<file path="config.mk">
export PLATFORM = sky130hd
export DESIGN_NAME = cts_ram
export DESIGN_NICKNAME = d
export VERILOG_FILES = /design/src/cts_ram.sv
export SDC_FILE = /design/constraint.sdc
export NUM_CORES = 1
export LEC_CHECK = 0
export ABC_AREA = 0
export BUFFER_PORTS_ARGS = -buffer_cell sky130_fd_sc_hd__buf_2
export CAP_MARGIN = 25
export CORE_ASPECT_RATIO = 1.2
export CORE_MARGIN = 2
export CORE_UTILIZATION = 53
export CTS_CLUSTER_SIZE = 20
export DETAILED_ROUTE_END_ITERATION = 10
export GPL_TIMING_DRIVEN = 0
export PLACE_DENSITY_LB_ADDON = 0.08
export SYNTH_ARGS = -nofsm -noshare
export SYNTH_HDL_FRONTEND = slang
export SYNTH_SLANG_ARGS = --single-unit
</file>
<file path="constraint.sdc">
create_clock -name i_clk -period 1.7 [get_ports i_clk]
set_input_delay 0.17 -clock i_clk [delete_from_list [all_inputs] [get_ports i_clk]]
set_output_delay 0.17 -clock i_clk [all_outputs]
set_load 0.01 [all_outputs]
</file>
<file path="src/cts_ram.sv">
// ----------------------------------------------------------------------------
// cts_ram
// Simple dual-port RAM: one write port, one read port with registered data.
// ----------------------------------------------------------------------------
module cts_ram #(
    parameter int WIDTH = 8,
    parameter int DEPTH = 2
) (
    input  logic                     i_clk,
    input  logic                     i_wr_en,
    input  logic [$clog2(DEPTH)-1:0] i_wr_addr,
    input  logic [WIDTH-1:0]         i_wr_data,
    input  logic                     i_rd_en,
    input  logic [$clog2(DEPTH)-1:0] i_rd_addr,
    output logic [WIDTH-1:0]         o_rd_data
);

    logic [WIDTH-1:0] r_mem [DEPTH];
    logic [WIDTH-1:0] r_rd_data;

    always_ff @(posedge i_clk) begin
        if (i_wr_en) begin
            r_mem[i_wr_addr] <= i_wr_data;
        end
        if (i_rd_en) begin
            r_rd_data <= r_mem[i_rd_addr];
        end
    end

    assign o_rd_data = r_rd_data;

endmodule

</file>
==> key figures <==
Status
  – Status: finished clean

Logic synthesis
  – Post-synthesis mux area share: 0.1389
  – Largest family of logic cells by synthesized area: multiplexers
  – Synth Register Bits: 24
  – Ys Warns: 0
  – Post-Synth Simple-Gate Area: 0.01447
  – Area contributors post-synth: edfxtp_1 83%, mux2_4 14%, buf_6 1.3%, and2_1 0.72%, nor2b_1 0.72%
  – Library cells used by synthesis: 5
  – Compound-Gate Fraction of Synth Area: 0
  – Synthesized area per cell: 24.70 µm²
  – Post-synthesis adder-cell area fraction: 0
  – Largest area contributor in the netlist: edfxtp_1
  – Ys async rst share: 0
  – Most used DFF post-synth: edfxtp_1
  – Post-Syn Nets: 48
  – Synthesized instance count: 35
  – Seq/Total Area, Yosys: 0.8336
  – Mapped cell area: ~860 µm²
  – Post-synth EDFFs: 24
  – Top cells by count, synth: 24 x edfxtp_1, 8 x mux2_4, 1 x and2_1, 1 x buf_6, 1 x nor2b_1
  – Synth Area in XOR/XNOR: 0
  – Most common cell in the netlist: edfxtp_1
  – Yosys top cell area share: 0.8336

Hold path
  – Hold_sp: i_wr_data[6]
  – Hold Crit Endpoint: r_mem[1][6]$_DFFE_PP_
  – Min-delay worst type: in2reg
  – Hold depth: 1

Clock network
  – H-tree depth: 1
  – Number of post-CTS setup repair buffers: 0
  – Clk slew on worst S/H paths: roughly 100 ps
  – Hold-fix buffers at CTS: 0
  – # clock sinks: 24
  – Num CTS Buffers: 3
  – Clock Latency Late Sink: 290 ps
  – Clk root buf: clkbuf_4
  – Clock buffer depth: 2
  – Post-CTS resize count: 0
  – CTS tree: yes

Detailed routing
  – DR DRC count: 0
  – Via/cell ratio: 5.093
  – First DRT Iteration DRCs: 4
  – Metal-1 WL: 326 µm
  – Initial DRT Pass Iterations: 2
  – Post-DR wirelength/cell: roughly 13 µm
  – Top sig layer: met4
  – Final ANT Viol Nets: 0
  – Post-Route WL: roughly 960 µm
  – WL met2: 511 µm
  – WL met3: 97 µm
  – Vias after detailed routing: 382

STA
  – Post-route setup slack: approximately 700 ps
  – Final setup fails: 0
  – Total Neg Setup Slack: 0 ps
  – Layout Skew: roughly 0.7 ps
  – RSZ-0062 raised after global routing: no
  – Worst slew pin tran: 673.5 ps
  – Final hold vios: 0
  – Final worst-path cycle share: 0.5861
  – Worst slew margin: 0.5501
  – Max-slew violation count: 0
  – Fmax: 1.004 GHz
  – Period minus WS final: 996.5 ps

Power
  – Peak supply drop: 672.1 µV
  – PwrDens: roughly 1000 nW/µm²
  – Leak: ~0.39 nW

Placed design
  – Area post-placement: a little under 1000 µm²
  – I/O Buffers: 19
  – Place WS: 510.8 ps
  – Gpl congestion: 0.6324

Die
  – CORE AREA: ~1600 µm²
  – Ports: 21
  – Core Rows: 16
  – Starting density of the core: 0.5467
  – Die Y: between 40 and 50 µm
  – Die area: 1972 µm²
  – Die width: 40.87 µm

Finish
  – Layout cells sized above 1: 0.5439
  – Fillers: 123
  – Finished layout cell area: 1005 µm²
  – Layout area overhead: 16.21%
  – Final core utilization: 0.6353
  – Nets@finish: 72
  – Antenna Cells: 0

Setup path
  – Reg-to-Reg Start: r_mem[0][1]$_DFFE_PP_
  – Crit path launch type: register
  – Critical path type: reg2out
  – Ordered list of cells on the worst path: buf_2
  – Worst Path Max Fanout: 1
  – CP Capture Type: output port
  – Critical path arrival: 830 ps
  – Reg-to-reg endpoint: o_rd_data[1]$_DFFE_PP_
  – Req. time, crit path: 1530 ps
  – Worst reg2reg setup slack: around 810 ps
  – CP Depth: 1
  – Slowest stage delay, CP: roughly 380 ps
  – Worst Reg-to-Reg Cells: 1
  – Crit path max-delay family: flip-flops
  – WP buf/inv: 1
  – Slowest CP cell: edfxtp_1

GRT
  – Vias in the first global route: around 320
  – Remaining global-route overflow: 0
  – Global-route wire length before repair: approximately 1.3 mm
  – Initial antenna violation count: 0
  – Total track usage: 0.1089
  – Largest net degree at the start of global routing: 13

Run
  – Maxcap violations: 0
==> per-layer routing <==
layer  GRT usage  up-vias
li1            -      180
met1      0.1104      180
met2      0.1688       20
met3     0.06849        2
met4     0.06000        0
met5           0        -
==> cells in the final DEF, fill, tap and decap left out, drive strengths merged <==
master | synthesis | layout
buf | 1 | 20
clkbuf | 0 | 3
and2 | 1 | 1
nor2b | 1 | 1
mux2 | 8 | 8
edfxtp | 24 | 24
==> report_power, final <==
group          switching, mW  leakage, nW  total [mW]  internal [mW]
clock                  0.137       0.0138       0.219         0.0825
combinational         0.0367        0.151      0.0831         0.0465
sequential           0.00938        0.228       0.708          0.698
==> stage by stage <==
stage	std cells	hold WS [ps]	power [mW]
detailed placement	72	363.1	0.8067
global placement	72	356.6	0.7998
floorplan	35	268.9	0.7687
finish	75	57.35	1.010
global route	75	31.02	1.059
CTS	75	46.03	1.022
==> final cells by class <==
cell class / instances / area, µm² / area share
Sequential cell: 24 / 720.7 / 0.7173
Multi-Input combinational cell: 10 / 132.6 / 0.1320
Timing Repair Buffer: 19 / 95.09 / 0.09465
Clock buffer: 3 / 22.52 / 0.02242
Tap cell: 18 / 22.52 / 0.02242
Buffer: 1 / 11.26 / 0.01121
==> sequential cells by signal (all words and copies together), names as in the netlist <==
register,count
r_mem,16
o_rd_data,8
==> how the worst max path moves through the flow <==
stage                                start                    end  slack (ps)
finish              o_rd_data[5]$_DFFE_PP_           o_rd_data[5]         700
global route        o_rd_data[6]$_DFFE_PP_           o_rd_data[6]         650
detailed placement                 i_wr_en  r_mem[0][5]$_DFFE_PP_         510
CTS                 o_rd_data[5]$_DFFE_PP_           o_rd_data[5]         680
floorplan                          i_wr_en  r_mem[0][0]$_DFFE_PP_         740
global placement                 i_wr_addr  r_mem[0][5]$_DFFE_PP_         550
==> kinds of logic (layout without fill, tap and decap cells) <==
| kind of cell | after synthesis | in the layout |
|---|---|---|
| flip-flops | 24 | 24 |
| multiplexers | 8 | 8 |
| AND/OR/NAND/NOR | 2 | 2 |
| buffers and inverters | 1 | 23 |
Power figures use the tool's default switching activity.
